--- src/hdl/whp_pkg.sv ---
`timescale 1ns / 1ps
`default_nettype none
// whp_pkg: shared types, widths and register codes of the window histogram
// percentile block. No dependencies; imported by all modules but whp_ram.
package whp_pkg;

   localparam int HIST_BINS       = 256;
   localparam int BIN_W           = 8;
   localparam int CNT_W           = 21;
   localparam int SUM_W           = CNT_W + BIN_W;
   localparam int MAX_DIM         = 1024;
   localparam int QUEUE_DEPTH_DEF = 4;
   localparam int CSR_ADDR_W      = 5;
   localparam int CSR_DATA_W      = 32;

   localparam logic [CNT_W-1:0] CNT_MAX = {CNT_W{1'b1}};
   localparam logic [BIN_W-1:0] BIN_MAX = BIN_W'(HIST_BINS - 1);

   typedef enum logic [2:0] {
      REG_IMAGE_ROWS = 3'd0,
      REG_IMAGE_COLS = 3'd1,
      REG_WIN_TOP    = 3'd2,
      REG_WIN_BOTTOM = 3'd3,
      REG_WIN_LEFT   = 3'd4,
      REG_WIN_RIGHT  = 3'd5
   } reg_index_type;

   typedef struct packed {
      logic [9:0]         pixel_row;
      logic [9:0]         pixel_col;
      logic signed [15:0] disparity;
      logic               frame_end;
   } req_data_type;

   typedef struct packed {
      logic [BIN_W-1:0] selected_disparity;
      logic [CNT_W-1:0] valid_total;
   } rsp_data_type;

   typedef struct packed {
      logic             count;
      logic [BIN_W-1:0] bin;
      logic             last;
   } queue_entry_type;

   typedef struct packed {
      logic clearing;
      logic queue_full;
   } back_status_type;

endpackage : whp_pkg
`default_nettype wire

--- src/hdl/whp_front.sv ---
`timescale 1ns / 1ps
`default_nettype none
// whp_front: configuration registers, pixel intake and window/bin classification.
// Depends on whp_pkg.
module whp_front (
   input  wire logic                           clock,
   input  wire logic                           reset,
   input  wire logic                           req_valid,
   output logic                                req_stall,
   input  wire whp_pkg::req_data_type          req_data,
   input  wire logic                           psel,
   input  wire logic                           penable,
   input  wire logic                           pwrite,
   input  wire logic [whp_pkg::CSR_ADDR_W-1:0] paddr,
   input  wire logic [whp_pkg::CSR_DATA_W-1:0] pwdata,
   output logic      [whp_pkg::CSR_DATA_W-1:0] prdata,
   output logic                                pready,
   input  wire whp_pkg::back_status_type       status,
   output logic                                push,
   output whp_pkg::queue_entry_type            push_entry
);
   import whp_pkg::*;

   logic [10:0]        rows_ff, rows_in, cols_ff, cols_in;
   logic signed [11:0] top_ff, top_in, bottom_ff, bottom_in;
   logic signed [11:0] left_ff, left_in, right_ff, right_in;
   logic               wr;
   reg_index_type      idx;
   logic signed [11:0] row_s, col_s;
   logic               in_rows, in_cols, positive;

   assign pready = 1'b1;
   assign wr     = psel && penable && pwrite;
   assign idx    = reg_index_type'(paddr[4:2]);

   always_comb begin
      rows_in   = rows_ff;
      cols_in   = cols_ff;
      top_in    = top_ff;
      bottom_in = bottom_ff;
      left_in   = left_ff;
      right_in  = right_ff;
      if (wr) begin
         unique case (idx)
            REG_IMAGE_ROWS: rows_in   = pwdata[10:0];
            REG_IMAGE_COLS: cols_in   = pwdata[10:0];
            REG_WIN_TOP:    top_in    = $signed(pwdata[11:0]);
            REG_WIN_BOTTOM: bottom_in = $signed(pwdata[11:0]);
            REG_WIN_LEFT:   left_in   = $signed(pwdata[11:0]);
            REG_WIN_RIGHT:  right_in  = $signed(pwdata[11:0]);
            default: ;
         endcase
      end
   end

   always_ff @(posedge clock) begin
      if (reset) begin
         rows_ff   <= 11'd1024;
         cols_ff   <= 11'd1024;
         top_ff    <= 12'sd0;
         bottom_ff <= 12'sd1023;
         left_ff   <= 12'sd0;
         right_ff  <= 12'sd1023;
      end else begin
         rows_ff   <= rows_in;
         cols_ff   <= cols_in;
         top_ff    <= top_in;
         bottom_ff <= bottom_in;
         left_ff   <= left_in;
         right_ff  <= right_in;
      end
   end

   always_comb begin
      prdata = '0;
      unique case (idx)
         REG_IMAGE_ROWS: prdata = {21'd0, rows_ff};
         REG_IMAGE_COLS: prdata = {21'd0, cols_ff};
         REG_WIN_TOP:    prdata = {20'd0, top_ff};
         REG_WIN_BOTTOM: prdata = {20'd0, bottom_ff};
         REG_WIN_LEFT:   prdata = {20'd0, left_ff};
         REG_WIN_RIGHT:  prdata = {20'd0, right_ff};
         default:        prdata = '0;
      endcase
   end

   // negative window edges clamp to zero for free: coordinates are never negative
   assign row_s    = $signed({2'b00, req_data.pixel_row});
   assign col_s    = $signed({2'b00, req_data.pixel_col});
   assign in_rows  = (row_s >= top_ff) && (row_s <= bottom_ff)
                     && ({1'b0, req_data.pixel_row} < rows_ff)
                     && (32'(req_data.pixel_row) < MAX_DIM);
   assign in_cols  = (col_s >= left_ff) && (col_s <= right_ff)
                     && ({1'b0, req_data.pixel_col} < cols_ff)
                     && (32'(req_data.pixel_col) < MAX_DIM);
   assign positive = !req_data.disparity[15] && (req_data.disparity != 16'sd0);

   always_comb begin
      push_entry.count = positive && in_rows && in_cols;
      push_entry.bin   = (|req_data.disparity[14:8]) ? BIN_MAX : req_data.disparity[7:0];
      push_entry.last  = req_data.frame_end;
   end

   assign req_stall = status.queue_full || status.clearing;
   // words that neither count nor close a frame are dropped here
   assign push      = req_valid && !req_stall && (push_entry.count || push_entry.last);

endmodule : whp_front
`default_nettype wire

--- config.mk ---
export PLATFORM = sky130hd
export DESIGN_NAME = whp_front
export DESIGN_NICKNAME = d
export VERILOG_FILES = /design/src/hdl/whp_pkg.sv /design/src/hdl/whp_front.sv
export SDC_FILE = /design/constraint.sdc
export NUM_CORES = 1
export LEC_CHECK = 0
export CORE_MARGIN = 3
export CORE_UTILIZATION = 50
export CTS_CLUSTER_SIZE = 28
export DETAILED_ROUTE_END_ITERATION = 10
export DONT_BUFFER_PORTS = 1
export GPL_TIMING_DRIVEN = 0
export PLACE_DENSITY = 0.72
export SETUP_SLACK_MARGIN = 0.02
export SLEW_MARGIN = 20
export SYNTH_ARGS = -nofsm -noshare
export SYNTH_HDL_FRONTEND = slang
export SYNTH_SLANG_ARGS = --single-unit
--- constraint.sdc ---
create_clock -name clock -period 2.75 [get_ports clock]
set_clock_uncertainty 0.1 [all_clocks]
set_input_delay 0.55 -clock clock [delete_from_list [all_inputs] [get_ports clock]]
set_output_delay 0.55 -clock clock [all_outputs]
set_load 0.01 [all_outputs]
# Word-level counts from Yosys, hierarchy flattened
# Index checks and enable logic that the tools add are counted.
dict set report totals {
  register_bits 70
  inputBits 82
}
dict set report classes {
  n_reduce_logical 24
  n_mux 2
  eq_ne 5
  order_cmp 6
}
# operator n
set ops {}
lappend ops {{one-hot mux 12 bit (6 select lines)} 1}
lappend ops {{>= comparator 11 x 12 -> 1 bit} 2}
lappend ops {{less-or-equal comparator 11 x 12 -> 1 bit} 2}
lappend ops {{less-than comparator 10 x 11 -> 1 bit} 2}
lappend ops {{nonzero test 16 bit} 1}
lappend ops {{AND reduction 2 bit} 6}
lappend ops {{logical AND 1 bit} 11}
lappend ops {{2-to-1 mux 8 bit} 1}
lappend ops {{OR reduction 7 bit} 1}
lappend ops {{== test 3 x 2 -> 1 bit (second input constant)} 2}
lappend ops {{== test 3 bit (second input constant)} 2}
lappend ops {{== test 3 x 1 -> 1 bit (second input constant)} 1}
lappend ops {{logical NOT 3 bit} 1}
lappend ops {{logical NOT 1 bit} 2}
lappend ops {{logical OR 1 bit} 2}

# Depth between registers and ports, before layout
dict set report depth {
  depth_word 7
  ltp_mapped 8
  mapped_depth_nobuf 8
}

# Worst setup path after synthesis
# OpenSTA, ideal clock, no wires.
dict set report synth_timing {
  kind {input-to-output}
  start {input req_data[32] in the netlist's numbering}
  end {output push}
  n_path_buf 0
  path_stages 7
  path_slack_ns 0.201
  arrival_ns 1.899
  path_cell_list {ha_1 > a211oi_1 > nor2_1 > o21ai_0 > nor4b_2 > o2111ai_1 > o31ai_2}
}
dict set report synth_via {
  elab_chain_len 7
}
# item line_no
set synth_rtl {}
lappend synth_rtl {{from (decl)} whp_front.sv:10} ;# input wire whp_pkg::req_data_type req_data,
lappend synth_rtl {{>= comparator 11 x 12 -> 1 bit / less-or-equal comparator 11 x 12 -> 1 bit (equally long branches)} whp_front.sv:90} ;# assign in_rows = (row_s >= top_ff) && (row_s <= bottom_ff)
lappend synth_rtl {{logical AND 1 bit} whp_front.sv:90}
lappend synth_rtl {{logical AND 1 bit (*)} whp_front.sv:91} ;# && ({1'b0, req_data.pixel_row} < rows_ff)
lappend synth_rtl {{logical AND 1 bit (*) (2 in series)} whp_front.sv:99} ;# push_entry.count = positive && in_rows && in_cols;
lappend synth_rtl {{logical OR 1 bit (*)} whp_front.sv:106} ;# assign push = req_valid && !req_stall && (push_entry.count || push_entry.last);
lappend synth_rtl {{logical AND 1 bit (*)} whp_front.sv:106}
lappend synth_rtl {{to (decl)} whp_front.sv:19} ;# output logic push,
# Every way passes the cells marked *; elsewhere a longest branch is shown, timed or not.

# Worst setup path after layout
dict set report layout_timing {
  start {register rows_ff[8]}
  end {output push}
}
dict set report layout_via {
  elab_chain_len 6
}
# item line_no
set layout_rtl {}
lappend layout_rtl {{from (decl)} whp_front.sv:24} ;# logic [10:0] rows_ff, rows_in, cols_ff, cols_in;
lappend layout_rtl {{from (signal assigned)} whp_front.sv:65} ;# rows_ff <= rows_in;
lappend layout_rtl {{less-than comparator 10 x 11 -> 1 bit} whp_front.sv:91}
lappend layout_rtl {{logical AND 1 bit} whp_front.sv:91}
lappend layout_rtl {{logical AND 1 bit (2 in series)} whp_front.sv:99}
lappend layout_rtl {{logical OR 1 bit} whp_front.sv:106}
lappend layout_rtl {{logical AND 1 bit} whp_front.sv:106}
# Every way passes these cells.

==> flow_results.org <==
** Detailed routing
- Via-to-Cell Ratio :: 5.839
- For this block, the initial DRC count from the detailed router was 355.
- Signal routing reaches up to met4.
- After detailed routing, the average wire length per cell comes to 18.98 um.
- TritonRoute pass-1 iters :: 5
- Detailed routing placed a total of 6890 um of wire on met2.
- Once detail routing completed, the nets flagged for antenna violations numbered 0.
- Via count :: 4,467
- The routed design uses 1423 um of met3 wire.
- Routed length on met1 :: 5748 um
- Routed wire length :: 14,520 um
- For this run, design rule violations remaining after detail routing come to 0.

** Power and ir drop
- In this run the static leakage power is 2.322 nW.
- Per report_power, the sequential group accounts for 44.3% of the total.
- Fraction of power spent switching nets :: 26.97%
- IR drop worst, VDD :: 0.0003998 V
- In this run the power spent charging and discharging nets is 0.6265 mW.
- Combinational logic burns 14.1% of the power.
- Int Pwr :: 1.696 mW
- PwrDens :: 417.8 mW/mm^2
- The share of total power dissipated in the clock network is 41.6%.

** Worst setup path
- Maximum fanout count along the critical path :: 2
- Cell-by-cell listing of the critical path :: inv_2 > ha_4 > a21o_1 > a21oi_2 > o22ai_1 > nor4_2 > o211ai_1 > o31ai_4
- Data on the critical path is required at its endpoint by 2100 ps.
- The worst setup path is captured at an output pin.
- Slowest library cell on the worst path :: dfxtp_2
- Start-to-end type of the worst setup path :: reg -> out
- In this design, the stage delay of the slowest critical-path cell is 340 ps.
- Crit path buffers/inverters :: 1
- Crit path DAT :: 2220 ps
- Dominant delay contributor by cell family on the critical path :: compound AO/OA/AOI/OAI gates
- STA classifies the critical path startpoint as a register.

** Timing
- Slack of the critical path :: -122.4 ps
- Static timing analysis puts the maximum clock frequency at 348.1 MHz.
- RSZ-0062 raised after global routing :: true
- The number of pins exceeding their max-slew limit in the final report is 0.
- Headroom to the max-slew limit came out at 54.57%.
- Setup total negative slack on the finished layout was measured at -231.8 ps.
- Setup violations remaining at the end of the flow were counted as 2.
- Actual transition at the worst max-transition pin :: 681.5 ps
- The number of endpoints with negative hold slack in the final report came to 0.
- In the finished design, the share of the clock period the worst path needs comes to 104.5%.
- After layout, the minimum clock period comes to 2872 ps.

** Layout
- Registers take 0.001418 mm^2.
- Number of filler instances in the final layout :: 859
- Cells fill 59.60% of the core in the end.
- Synthesis-to-finish area growth :: 15.28%
- Nets@finish :: 771
- Fraction of final layout cells with drive strength greater than 1 :: 18.87%
- In the final layout, the multi-input gates occupy 0.003181 mm^2.
- Total inserted antenna cells :: 0

** Synth
- Asr flop ratio synth :: 0%
- Mapped cell area :: 0.004822 mm^2
- Yosys attributes the largest share of cell area to dfxtp_1 29%, ha_1 15%, mux2i_1 9.1%.
- Post-synth top flop :: dfxtp_1
- Sequential elements use 29.06% of the synthesized area.
- Seq cells post-synth :: 70
- Post-Syn Area per Cell :: 8.091 um^2
- Unique cell type count in the Yosys netlist :: 47
- Post-synth EDFFs :: 0
- The biggest area contributor in the post-synthesis netlist is dfxtp_1.
- Mapped Cells :: 596
- Area share of the largest cell type after synthesis :: 29.06%
- Synth Warn # :: 0

** Placed design
- Prior to clock tree synthesis, the placed netlist has a worst setup slack of -474.7 ps.
- Input and output buffers added on the ports amount to 0.
- Global placement routability congestion :: 0.9448
- Once detailed placement completed, the half-perimeter wirelength came to 11,080 um.

** Clock tree
- Clock-pin slew was measured on the worst setup and hold paths at 80 ps.
- TritonCTS built the clock tree.
- Number of buffers inserted for hold repair after clock tree synthesis :: 0
- CTS buffer count :: 9
- The longest clock path from root to sink contains 2 buffers.
- The H-tree was split into 3 levels.
- The tree is rooted in a clkbuf_8.
- Counting every sink on the clock net gives 70.
- Clock insertion delay at the later pin of the skew report :: 360 ps

** Floorplanning
- The floorplan has 35 rows.
- DIE HEIGHT :: 104.2 um
- For this design the top-level I/O count stands at 127.
- Initial Utilization :: 51.70%
- Horiz. Die Dim :: 104.2 um
- Core Area :: 0.009328 mm^2
- The floorplan step defined a die boundary enclosing 0.01086 mm^2.

** Global route
- First-pass GRT wire length :: 22,930 um
- Global routing used 26.80% of the available tracks across all layers.
- The number of global-route vias before repair came to 4,370.
- Entering global routing, the biggest net connects 14 pins.
- GR Overflow Total :: 0
- The initial antenna violation count came to 0.

** Outcome
- Failing checks :: setup timing
- The run finished, with violations left.

** Run
- Number of maximum-capacitance constraint violations :: 0

** Min path
- Class of the tightest hold or removal check :: in -> reg
==> power by group through the flow <==
stage,combinational (mW),sequential (mW),clock [mW]
floorplan,0.226,1.05,0
global placement,0.282,1.05,0
detailed placement,0.291,1.05,0
CTS,0.308,1.03,0.976
global route,0.360,1.03,1.01
finish,0.327,1.03,0.967
==> what timing repair did <==
item,4_1_cts,5_1_grt
setup buffers,3,2
pin swaps,20,14
resized for setup,29,28
setup endpoints to repair,2,9
==> synthesized netlist by cell type, types with 2 or more instances <==
cell / instances
dfxtp_1: 70
nor2_1: 70
nand2_1: 68
ha_1: 58
inv_1: 58
mux2i_1: 44
a21oi_1: 39
buf_4: 24
a211o_1: 21
o21ai_0: 14
clkbuf_1: 13
buf_2: 11
o221ai_1: 11
a211oi_1: 9
nand3_1: 8
or2_2: 8
a22oi_1: 5
nor2b_1: 5
nor3_1: 5
o211ai_1: 5
o22ai_1: 5
a31oi_1: 4
nand4_1: 4
nor4_1: 4
a21o_1: 3
nand2b_1: 3
and3_1: 2
buf_6: 2
conb_1: 2
nand2b_4: 2
o21a_1: 2
or3_1: 2
==> cell families (layout without fill, tap and decap cells) <==
group	after synthesis	in the layout	synth area share [%]
AOI/OAI and AO/OA	123	123	17.25
adders and majority gates	58	58	15.05
buffers and inverters	109	130	10.95
DFF	70	70	29.06
muxes	45	45	9.367
other	2	21	0.1557
and+or+nand+nor	189	189	18.16
==> layout by cell type (no fill, tap or decap), drive strengths merged, types with 24 or more instances in the layout <==
| cell | n |
|---|---|
| clkbuf | 24 |
| a21oi | 39 |
| dfxtp | 70 |
| ha | 58 |
| mux2i | 44 |
| buf | 42 |
| nand2 | 68 |
| nor2 | 70 |
| inv | 59 |
==> registers in the layout (all words and copies together), names as in the netlist <==
signal / count
left_ff: 12
top_ff: 12
right_ff: 12
bottom_ff: 12
cols_ff: 11
rows_ff: 11
==> routing by layer <==
metal / vias up / track usage, %
li1: 2095 / -
met1: 2094 / 32.45
met2: 245 / 45.17
met3: 33 / 6.828
met4: 0 / 11.21
met5: - / 0
==> path summary, 6_finish.rpt <==
check / from / end / slack, ps / cells past startpoint
worst max-delay path: rows_ff[8] / push / -120 / 8
worst min-delay path: pwdata[8] / bottom_ff[8] / 200 / 1
worst max register to register: bottom_ff[5] / bottom_ff[5] / 1760 / 4
worst min register to register: left_ff[6] / left_ff[6] / 360 / 2
==> metrics by stage <==
stage	std cells	hold slack [ps]	total power, mW	instance area [um^2]
finish	765	198.3	2.323	5559
global route	765	187.5	2.400	5559
CTS	763	193.3	2.312	5426
detailed placement	744	347.3	1.344	5055
global placement	744	342.1	1.334	5055
floorplan	615	336.3	1.276	4893
==> layout make-up <==
| class | count | area share (%) |
|---|---|---|
| flip-flops and latches | 70 | 25.50 |
| multi-input cells | 436 | 57.21 |
| well taps | 129 | 2.903 |
| clock buffers | 10 | 2.476 |
| repair buffers | 5 | 0.6752 |
| plain buffers | 51 | 5.627 |
| inverters | 58 | 3.916 |
| clock inverters | 6 | 1.688 |
Note: power is estimated with default switching activity, not from simulation.
