$ cat src/hdl/whp_pkg.sv
`timescale 1ns / 1ps
`default_nettype none
// whp_pkg: shared types, widths and register codes of the window histogram
// percentile block. No dependencies; imported by all modules but whp_ram.
package whp_pkg;

   localparam int HIST_BINS       = 256;
   localparam int BIN_W           = 8;
   localparam int CNT_W           = 21;
   localparam int SUM_W           = CNT_W + BIN_W;
   localparam int MAX_DIM         = 1024;
   localparam int QUEUE_DEPTH_DEF = 4;
   localparam int CSR_ADDR_W      = 5;
   localparam int CSR_DATA_W      = 32;

   localparam logic [CNT_W-1:0] CNT_MAX = {CNT_W{1'b1}};
   localparam logic [BIN_W-1:0] BIN_MAX = BIN_W'(HIST_BINS - 1);

   typedef enum logic [2:0] {
      REG_IMAGE_ROWS = 3'd0,
      REG_IMAGE_COLS = 3'd1,
      REG_WIN_TOP    = 3'd2,
      REG_WIN_BOTTOM = 3'd3,
      REG_WIN_LEFT   = 3'd4,
      REG_WIN_RIGHT  = 3'd5
   } reg_index_type;

   typedef struct packed {
      logic [9:0]         pixel_row;
      logic [9:0]         pixel_col;
      logic signed [15:0] disparity;
      logic               frame_end;
   } req_data_type;

   typedef struct packed {
      logic [BIN_W-1:0] selected_disparity;
      logic [CNT_W-1:0] valid_total;
   } rsp_data_type;

   typedef struct packed {
      logic             count;
      logic [BIN_W-1:0] bin;
      logic             last;
   } queue_entry_type;

   typedef struct packed {
      logic clearing;
      logic queue_full;
   } back_status_type;

endpackage : whp_pkg
`default_nettype wire

$ cat src/hdl/whp_queue.sv
`timescale 1ns / 1ps
`default_nettype none
// whp_queue: short FIFO of classified words between front and back.
// Depends on whp_pkg.
module whp_queue #(
   parameter int DEPTH = whp_pkg::QUEUE_DEPTH_DEF
) (
   input  wire logic                     clock,
   input  wire logic                     reset,
   input  wire logic                     push,
   input  wire whp_pkg::queue_entry_type push_entry,
   input  wire logic                     pop,
   output logic                          not_empty,
   output logic                          full,
   output whp_pkg::queue_entry_type      head
);
   import whp_pkg::*;

   localparam int PTR_W = (DEPTH > 1) ? $clog2(DEPTH) : 1;
   localparam int CNT_QW = $clog2(DEPTH + 1);

   queue_entry_type   slot_ff [DEPTH];
   logic [PTR_W-1:0]  wr_ptr_ff, wr_ptr_in, rd_ptr_ff, rd_ptr_in;
   logic [CNT_QW-1:0] fill_ff, fill_in;

   assign not_empty = (fill_ff != '0);
   assign full      = (fill_ff == CNT_QW'(DEPTH));
   assign head      = slot_ff[rd_ptr_ff];

   always_comb begin
      wr_ptr_in = wr_ptr_ff;
      rd_ptr_in = rd_ptr_ff;
      fill_in   = fill_ff;
      if (push) begin
         wr_ptr_in = (wr_ptr_ff == PTR_W'(DEPTH - 1)) ? '0 : wr_ptr_ff + 1'b1;
      end
      if (pop) begin
         rd_ptr_in = (rd_ptr_ff == PTR_W'(DEPTH - 1)) ? '0 : rd_ptr_ff + 1'b1;
      end
      if (push && !pop) begin
         fill_in = fill_ff + 1'b1;
      end else if (pop && !push) begin
         fill_in = fill_ff - 1'b1;
      end
   end

   always_ff @(posedge clock) begin
      if (reset) begin
         wr_ptr_ff <= '0;
         rd_ptr_ff <= '0;
         fill_ff   <= '0;
      end else begin
         wr_ptr_ff <= wr_ptr_in;
         rd_ptr_ff <= rd_ptr_in;
         fill_ff   <= fill_in;
      end
   end

   always_ff @(posedge clock) begin
      if (push) begin
         slot_ff[wr_ptr_ff] <= push_entry;
      end
   end

endmodule : whp_queue
`default_nettype wire

$ cat config.mk
export PLATFORM = sky130hd
export DESIGN_NAME = whp_queue
export DESIGN_NICKNAME = d
export VERILOG_FILES = /design/src/hdl/whp_pkg.sv /design/src/hdl/whp_queue.sv
export SDC_FILE = /design/constraint.sdc
export NUM_CORES = 1
export LEC_CHECK = 0
export BUFFER_PORTS_ARGS = -buffer_cell sky130_fd_sc_hd__clkbuf_2
export CORE_AREA = 5 5 73 75
export CTS_CLUSTER_SIZE = 20
export DETAILED_ROUTE_END_ITERATION = 8
export DIE_AREA = 0 0 78 80
export PLACE_DENSITY_LB_ADDON = 0.08
export SKIP_CTS_REPAIR_TIMING = 1
export SLEW_MARGIN = 20
export SYNTH_ARGS = -nofsm -noshare
export SYNTH_HDL_FRONTEND = slang
export SYNTH_SLANG_ARGS = --single-unit
$ cat constraint.sdc
create_clock -name clock -period 1.31 [get_ports clock]
set_input_delay 0 -clock clock [delete_from_list [all_inputs] [get_ports clock]]
set_output_delay 0 -clock clock [all_outputs]
set_load 0.02 [all_outputs]
Word level (Yosys, flattened, before mapping)
Memories as Yosys holds them, arrays and structs flattened. A register that Yosys moved wholly into a read port is not among the register bits.
Cells that the tools add are included.

storage, ports and cells
  register bits = 7
  latch bits = 0
  memory bits (writable) = 40
  bits in read-only memories = 0
  output and inout port bits = 12
  word-level logic and storage cells = 25
  memories = 1

memory list
  memory   depth  width  read ports  clocked after Yosys merged registers in  write ports  RTL line         source
  slot_ff  4      10     1           1                                        1            whp_queue.sv:22  queue_entry_type slot_ff [DEPTH];

cells by class
  $add $sub $neg = 4
  $mul = 0
  div/mod/pow operators = 0
  $lt $le $gt $ge = 0
  eq/ne operators = 3
  shift operators = 0
  muxes and demuxes = 8
  bitwise operators = 0
  reductions and logical operators = 6

operators by type and width
  operator             count
  $mux 2               4
  $mux 3               2
  $add 2x1->2 const B  2
  $eq 2x2->1 const B   2
  $add 3x1->3 const B  1
  $eq 3x3->1 const B   1
  $reduce_bool 3->1    1
  $sub 3x1->3 const B  1
  $logic_and 1x1->1    2
  $logic_not 1->1      2
  $mux 1               2
  $reduce_bool 2->1    1

Logic depth before layout (Yosys ltp)
Gate-level depths: netlist (run 1).

  depth after elaboration = 4
  gate-level depth with buffers = 7
  depth with buffers taken out = 7

Worst setup path after synthesis (run 1)
No wires, ideal clock.

  path type = register to register
  start = reg fill_ff[0]
  end = reg fill_ff[2]
  library setup time = 0.070 ns
  arrival = 1.318 ns
  required time = 1.240 ns
  path slack = -0.078 ns
  cell stages (with the launch flop) = 5
  buffers on the path = 0
  cells stage by stage = dfxtp_1 fa_1 xor2_1 or3_1 a21oi_1

between the ends
  longest elaborated chain between the ends = 3

ends and longest elaborated chain
  element                   RTL line         source
  start: declaration        whp_queue.sv:24  logic [CNT_QW-1:0] fill_ff, fill_in;
  start signal: assignment  whp_queue.sv:55  fill_ff <= fill_in;
  $sub 3x1->3               whp_queue.sv:43  fill_in = fill_ff - 1'b1;
  $mux 3                    whp_queue.sv:42  end else if (pop && !push) begin
  $mux 3 (*)                whp_queue.sv:40  if (push && !pop) begin

Mark *: on every way between the ends. The rest lies on a longest branch, timed or not. The select of a mux whose other input is x is not followed.
A chain may end at the register's enable or synchronous reset.

==> results of run 1 <==
## synthesized netlist by cell type (all sizes together)
cell type / n / area, µm²
edfxtp: 40 / 1201
mux4: 10 / 225.2
dfxtp: 9 / 180.2
nor2: 7 / 26.28
ha: 6 / 75.07
and2: 4 / 25.02
inv: 4 / 15.01
mux2i: 4 / 40.04
a21oi: 2 / 10.01
nor3b: 2 / 15.01
or3: 2 / 12.51
xor2: 2 / 17.52
buf: 1 / 11.26
clkbuf: 1 / 5.000
fa: 1 / 20.02
o21ai: 1 / 5.000
## cell families (layout without fill, tap and decap cells)
kind of cell / Yosys count / in the layout / synth area share [%]
mux: 14 / 14 / 14.08
fa+ha+maj: 7 / 7 / 5.046
buf+inv: 6 / 60 / 1.659
simple gates: 15 / 15 / 4.183
xor+xnor: 2 / 2 / 0.9298
compound gates: 3 / 3 / 0.7966
flops: 49 / 49 / 73.31
## tightest hold or removal path: stages
cell and delay [ns]:
clkbuf_2 0.09, inv_1 0.05, a21oi_1 0.13, nor2_1 0.06
## registers in the layout (all words and copies together), names as in the netlist, named ones only
| name | flops |
|---|---|
| wr_ptr_ff | 2 |
| rd_ptr_ff | 2 |
| slot_ff | 40 |
| fill_ff | 3 |
## per-layer routing
metal | track usage, % | vias to the layer above | share of wire [%]
li1 | - | 478 | -
met1 | 12.70 | 486 | 41
met2 | 19.03 | 19 | 53
met3 | 4.402 | 5 | 4.5
met4 | 4.223 | 0 | 1.4
met5 | 0 | - | 0
## layout make-up
| class | count | area [µm²] | area share, % |
|---|---|---|---|
| Tap cell | 54 | 67.56 | 2.714 |
| Multi-Input combinational cell | 41 | 486.7 | 19.55 |
| Timing Repair Buffer | 48 | 440.4 | 17.69 |
| Clock buffer | 8 | 90.09 | 3.618 |
| Sequential cell | 49 | 1390 | 55.83 |
| Inverter | 4 | 15.01 | 0.6030 |
## metrics by stage
step	instances	setup slack (ns)	power [W]	area, µm²
2_1_floorplan	96	0.008471	0.002113	1888
3_3_place_gp	183	-0.08339	0.002282	2165
3_5_place_dp	183	-0.1177	0.002300	2165
4_1_cts	191	-0.2182	0.003197	2255
5_1_grt	204	-0.2411	0.003451	2490
6_report	204	-0.1719	0.003287	2490
## worst max path at each step
stage | cells past startpoint | from | endpoint | slack [ns]
2_1_floorplan | 4 | fill_ff[1] | fill_ff[2] | 0.008
3_3_place_gp | 8 | pop | fill_ff[2] | -0.08
3_5_place_dp | 3 | wr_ptr_ff[0] | slot_ff[2][7] | -0.12
4_1_cts | 3 | flip-flop | head[5] | -0.22
5_1_grt | 3 | flip-flop | head[1] | -0.24
6_report | 3 | flip-flop | head[1] | -0.17
## report_power, final
group          switching (W)  internal [W]  total (W)
Clock               0.000462      0.000431   0.000893
Sequential         0.0000398       0.00177    0.00181
Combinational       0.000264      0.000316   0.000580
==> out/metrics.yaml, run 1 <==
run_status:
  status: "finished, violations left"
  violations: "setup timing"
route:
  ant_nets: 0
  drt-initial-drc-count: 43
  wirelength_um: 3415
  drc: 0
  avgViaCountPerCell: 4.843
  drt-pass1-iter-count: 4
  wl_per_cell_um: 16.74
  vias: 988
die:
  io_pins: 26
  dieArea_um2: 6240
  core-area_um2: 4598
  initial_core_util_pct: 40.98
  die_x_um: 78
  num_rows: 25
  die_h_um: 80
placement:
  dp_hpwl_um: 2189
  portBuffers: 25
  place.gp.congestion: 0.7558
setup_path:
  rr_startpoint: "fill_ff[1]"
  ff2ff_setup_slack_ns: -0.04
  critPathRequiredTime_ns: 1.31
  cp_num_buf_inv: 2
  cp_cell_sequence: "clkbuf_16 -> mux4_2 -> buf_6"
  reg2regPathDepth: 4
  cp.arrival_ns: 1.48
  critPathLaunchType: "flip-flop"
  worst_path_dominant_cell_family: "multiplexers"
  cp_slowest_cell: "mux4_2"
  cp-end-kind: "output port"
  timing.rr.end: "fill_ff[2]"
  slowest_delay_ns: 0.50
  crit_fanout: 5
  critPathKind: "flip-flop to output port"
clocking:
  clkSlewWorstSetupHoldPaths_ns: 0.08
  numCtsBuffers: 5
  worstSkewPairLatency_ns: 0.29
  cts_tree: "built"
  root_buffer: "clkbuf_8"
  cts.sinks: 49
  h-tree-depth: 2
  clk_path_buf_depth: 2
timing:
  worst_slew_pin_slew_ns: 0.2875
  fin_crit_sh_pct: 113.1
  relSlewSlack_pct: 80.83
  max_freq_mhz: 674.8
  period_needed_ns: 1.482
  final.setup.worst_slack_ns: -0.1719
  fin_setup_tns_ns: -1.668
  final-hold-violation-count: 0
  setup_violations: 11
  rsz0062_at_grt: "true"
  maxSlewViolCount: 0
  clock_skew_ns: 0.003838
  timing.hold.ws_ns: 0.07919
synthesis:
  yosysUniqueCellTypes: 16
  yosys_warnings: 0
  synth.yosys.seq_area_share_pct: 73.31
  synthCells: 96
  postSynthAreaPerCell_um2: 19.63
  netlist_area_um2: 1884
  syn_nets: 117
  ys_ff_latch: 49
global_routing:
  grt_pass1_wl_um: 5112
  overflow: 0
  antenna_found_initial: 0
  grt_max_degree: 15
  grt_pass1_vias: 1040
  grtUsageTotal_pct: 11.21
min_path:
  hold_start: "pop"
  min_path_type: "primary input to flip-flop"
  holdPathStages: 4
power_and_ir_drop:
  power_leakage_nw: 0.9313
  powerDensity_nw_per_um2: 1320
  vdd_drop_max_uv: 587.9
cells_and_area:
  final_common_cell: "edfxtp_1"
  insertedDiodeCount: 0
  fill_cells: 397
  layout.cells.most_common_list: "edfxtp_1 (40), clkbuf_2 (14), buf_6 (12)"
  layout.nets: 170
  layout-drive-gt1-share_pct: 42.67
  final_util_pct: 54.15
  syn_to_final_growth_pct: 32.14
flow_run:
  max-cap-violations: 0
Power figures use the tool's default switching activity.
==> run 2, diff against run 1 <==
--- a/config.mk
+++ b/config.mk
@@ -6,10 +6,10 @@
 export NUM_CORES = 1
 export LEC_CHECK = 0
 export BUFFER_PORTS_ARGS = -buffer_cell sky130_fd_sc_hd__clkbuf_2
-export CORE_AREA = 5 5 73 75
+export CORE_AREA = 5 5 75 77
 export CTS_CLUSTER_SIZE = 20
 export DETAILED_ROUTE_END_ITERATION = 8
-export DIE_AREA = 0 0 78 80
+export DIE_AREA = 0 0 80 82
 export PLACE_DENSITY_LB_ADDON = 0.08
 export SKIP_CTS_REPAIR_TIMING = 1
 export SLEW_MARGIN = 20
==> run 2 against run 1 <==
  * The flow still finishes with violations (setup timing)
  * Sequential power about the same
  * Clock skew up 0.0031 ns
  * Wire length down 2.6%
  * Combinational power down 1%
  * Sequential share of layout area down 0.90 points
  * Cell count up 7.8%
  * Via count up 0.81%
  * Critical path depth unchanged
  * Global-route usage up 0.12 points
  * Fmax up 0.47%
  * Register-to-register slack worse by 0.02 ns
  * Total power up 3.7%
  * Critical endpoint is now head[8]
  * Largest cell class unchanged
  * Largest power group unchanged
==> out/metrics.yaml, run 2 (synthesis gave the netlist of run 1 again) <==
route:
  avgViaCountPerCell: 4.527  # -6.5%
  wirelength_um: 3327  # -2.6%
  ant_nets: 0  # unchanged
  drc: 0  # unchanged
  drt-pass1-iter-count: 4  # unchanged
  wl_per_cell_um: 15.12  # -9.7%
  vias: 996  # +0.81%
  drt-initial-drc-count: 30  # -30%
cells_and_area:
  insertedDiodeCount: 0  # unchanged
  regMostFlops: "slot_ff"
  largest_reg_flops: 40  # unchanged
  syn_to_final_growth_pct: 34.06
  layout-drive-gt1-share_pct: 42.00  # -0.67 points
  reg_top3: "slot_ff (40), fill_ff (3)"
  layout.nets: 170  # unchanged
  final_common_cell: "edfxtp_1"
  layout.cells.most_common_list: "edfxtp_1 (40), clkbuf_2 (14), buf_6 (12)"
timing:
  clock_skew_ns: 0.006943  # +0.003104 ns
  final-hold-violation-count: 0  # unchanged
  rsz0062_at_grt: "true"
  period_needed_ns: 1.475  # -0.006904 ns
  setup_violations: 11  # unchanged
  fin_crit_sh_pct: 112.6  # -0.53 points
  maxSlewViolCount: 0  # unchanged
  fin_setup_tns_ns: -1.593  # +0.07482 ns
  max_freq_mhz: 678.0  # +0.47%
  worst_slew_pin_slew_ns: 0.3203  # +0.03283 ns
  timing.hold.ws_ns: 0.07626  # -0.002928 ns
  final.setup.worst_slack_ns: -0.1650  # +0.006904 ns
  relSlewSlack_pct: 78.64  # -2.2 points
die:
  num_rows: 26  # +4.0%
  initial_core_util_pct: 38.11  # -2.9 points
  core-area_um2: 4945  # +7.5%
  die_x_um: 80  # +2.6%
  dieArea_um2: 6560  # +5.1%
  io_pins: 26  # unchanged
  die_h_um: 82  # +2.5%
setup_path:
  critPathRequiredTime_ns: 1.31  # about the same
  critPathKind: "flip-flop to output port"
  crit_fanout: 5  # unchanged
  rr_startpoint: "fill_ff[1]"
  critPathLaunchType: "flip-flop"
  cp-end-kind: "output port"
  cp.arrival_ns: 1.48  # about the same
run_status:
  violations: "setup timing"
  status: "finished, violations left"
power_and_ir_drop:
  seq_power_share_pct: 53.2  # -2.0 points
  vdd_drop_max_uv: 455.4  # -23%
  power_leakage_nw: 0.9396  # +0.89%
  switching_power_w: 0.0007606  # -0.61%
  p_comb_share_pct: 16.8  # -0.8 points
  swShare_pct: 22.31  # -0.97 points
  p_int_w: 0.002649  # +5.0%
  totalPowerFinal_w: 0.003409  # +3.7%
  powerDensity_nw_per_um2: 1350  # +2.2%
  pwr-share-clk_pct: 30.0  # +2.8 points
clocking:
  root_buffer: "clkbuf_8"
  clkSlewWorstSetupHoldPaths_ns: 0.08  # about the same
  clk_path_buf_depth: 2  # unchanged
  worstSkewPairLatency_ns: 0.29  # about the same
  cts.sinks: 49  # unchanged
  cts_tree: "built"
  numCtsBuffers: 5  # unchanged
  h-tree-depth: 2  # unchanged
global_routing:
  grt_max_degree: 15  # unchanged
  grtUsageTotal_pct: 11.33  # +0.12 points
  antenna_found_initial: 0  # unchanged
  grt_pass1_wl_um: 5354  # +4.7%
  grt_pass1_vias: 1076  # +3.5%
  overflow: 0  # unchanged
placement:
  place.gp.congestion: 0.6742  # -11%
  dp_hpwl_um: 2216  # +1.2%
  place_ws_ns: -0.1185  # -0.0008070 ns
  portBuffers: 25  # unchanged
min_path:
  min_path_type: "primary input to flip-flop"
  hold_start: "pop"
flow_run:
  max-cap-violations: 0  # unchanged
-- run 2: cell types whose count changed in the layout (fill, tap and decap cells not counted), sizes merged --
cell    delta
bufinv     +1
clkbuf     -2
clkinv     +1
-- run 2: final timing paths --
path / end / slack [ns] / cells past startpoint
worst max-delay path: head[8] / -0.17 / 3
worst max register to register: fill_ff[2] / -0.06 / 4
worst min-delay path: flip-flop / 0.08 / 4
worst min register to register: fill_ff[2] / 0.54 / 2
-- run 2: through the flow --
stage                     utilization, %  instances  instance area, µm²
final                              51.09        220                2526
after global routing               51.09        220                2526
after CTS                          46.48        208                2298
after detailed placement           44.33        200                2192
after global placement             44.33        200                2192
after floorplan                        -         96                1888
-- run 2: power groups by stage --
stage	logic [W]	registers (W)	clock network, W
finish	0.000573	0.00181	0.00102
global route	0.000624	0.00182	0.00112
CTS	0.000460	0.00181	0.00107
detailed placement	0.000460	0.00184	0
global placement	0.000449	0.00184	0
floorplan	0.000276	0.00184	0
-- run 2: cell type report --
class	count	area, µm²
clock buffers	6	72.57
clock inverters	2	33.78
fillers	428	2419
inverters	4	15.01
multi-input cells	41	489.2
flip-flops and latches	49	1388
well taps	70	87.58
repair buffers	48	440.4
-- run 2: metal layers --
layer	GRT usage, %	up-vias	share of wire, %
li1	-	481	-
met1	11.59	492	40
met2	21.36	18	55
met3	3.838	5	3.3
met4	4.054	0	1.2
met5	0	-	0
-- run 2: critical path: stages, from the launching register on --
cell and delay [ns]:
dfxtp_4 0.39, clkbuf_16 0.15, mux4_2 0.50, buf_6 0.15
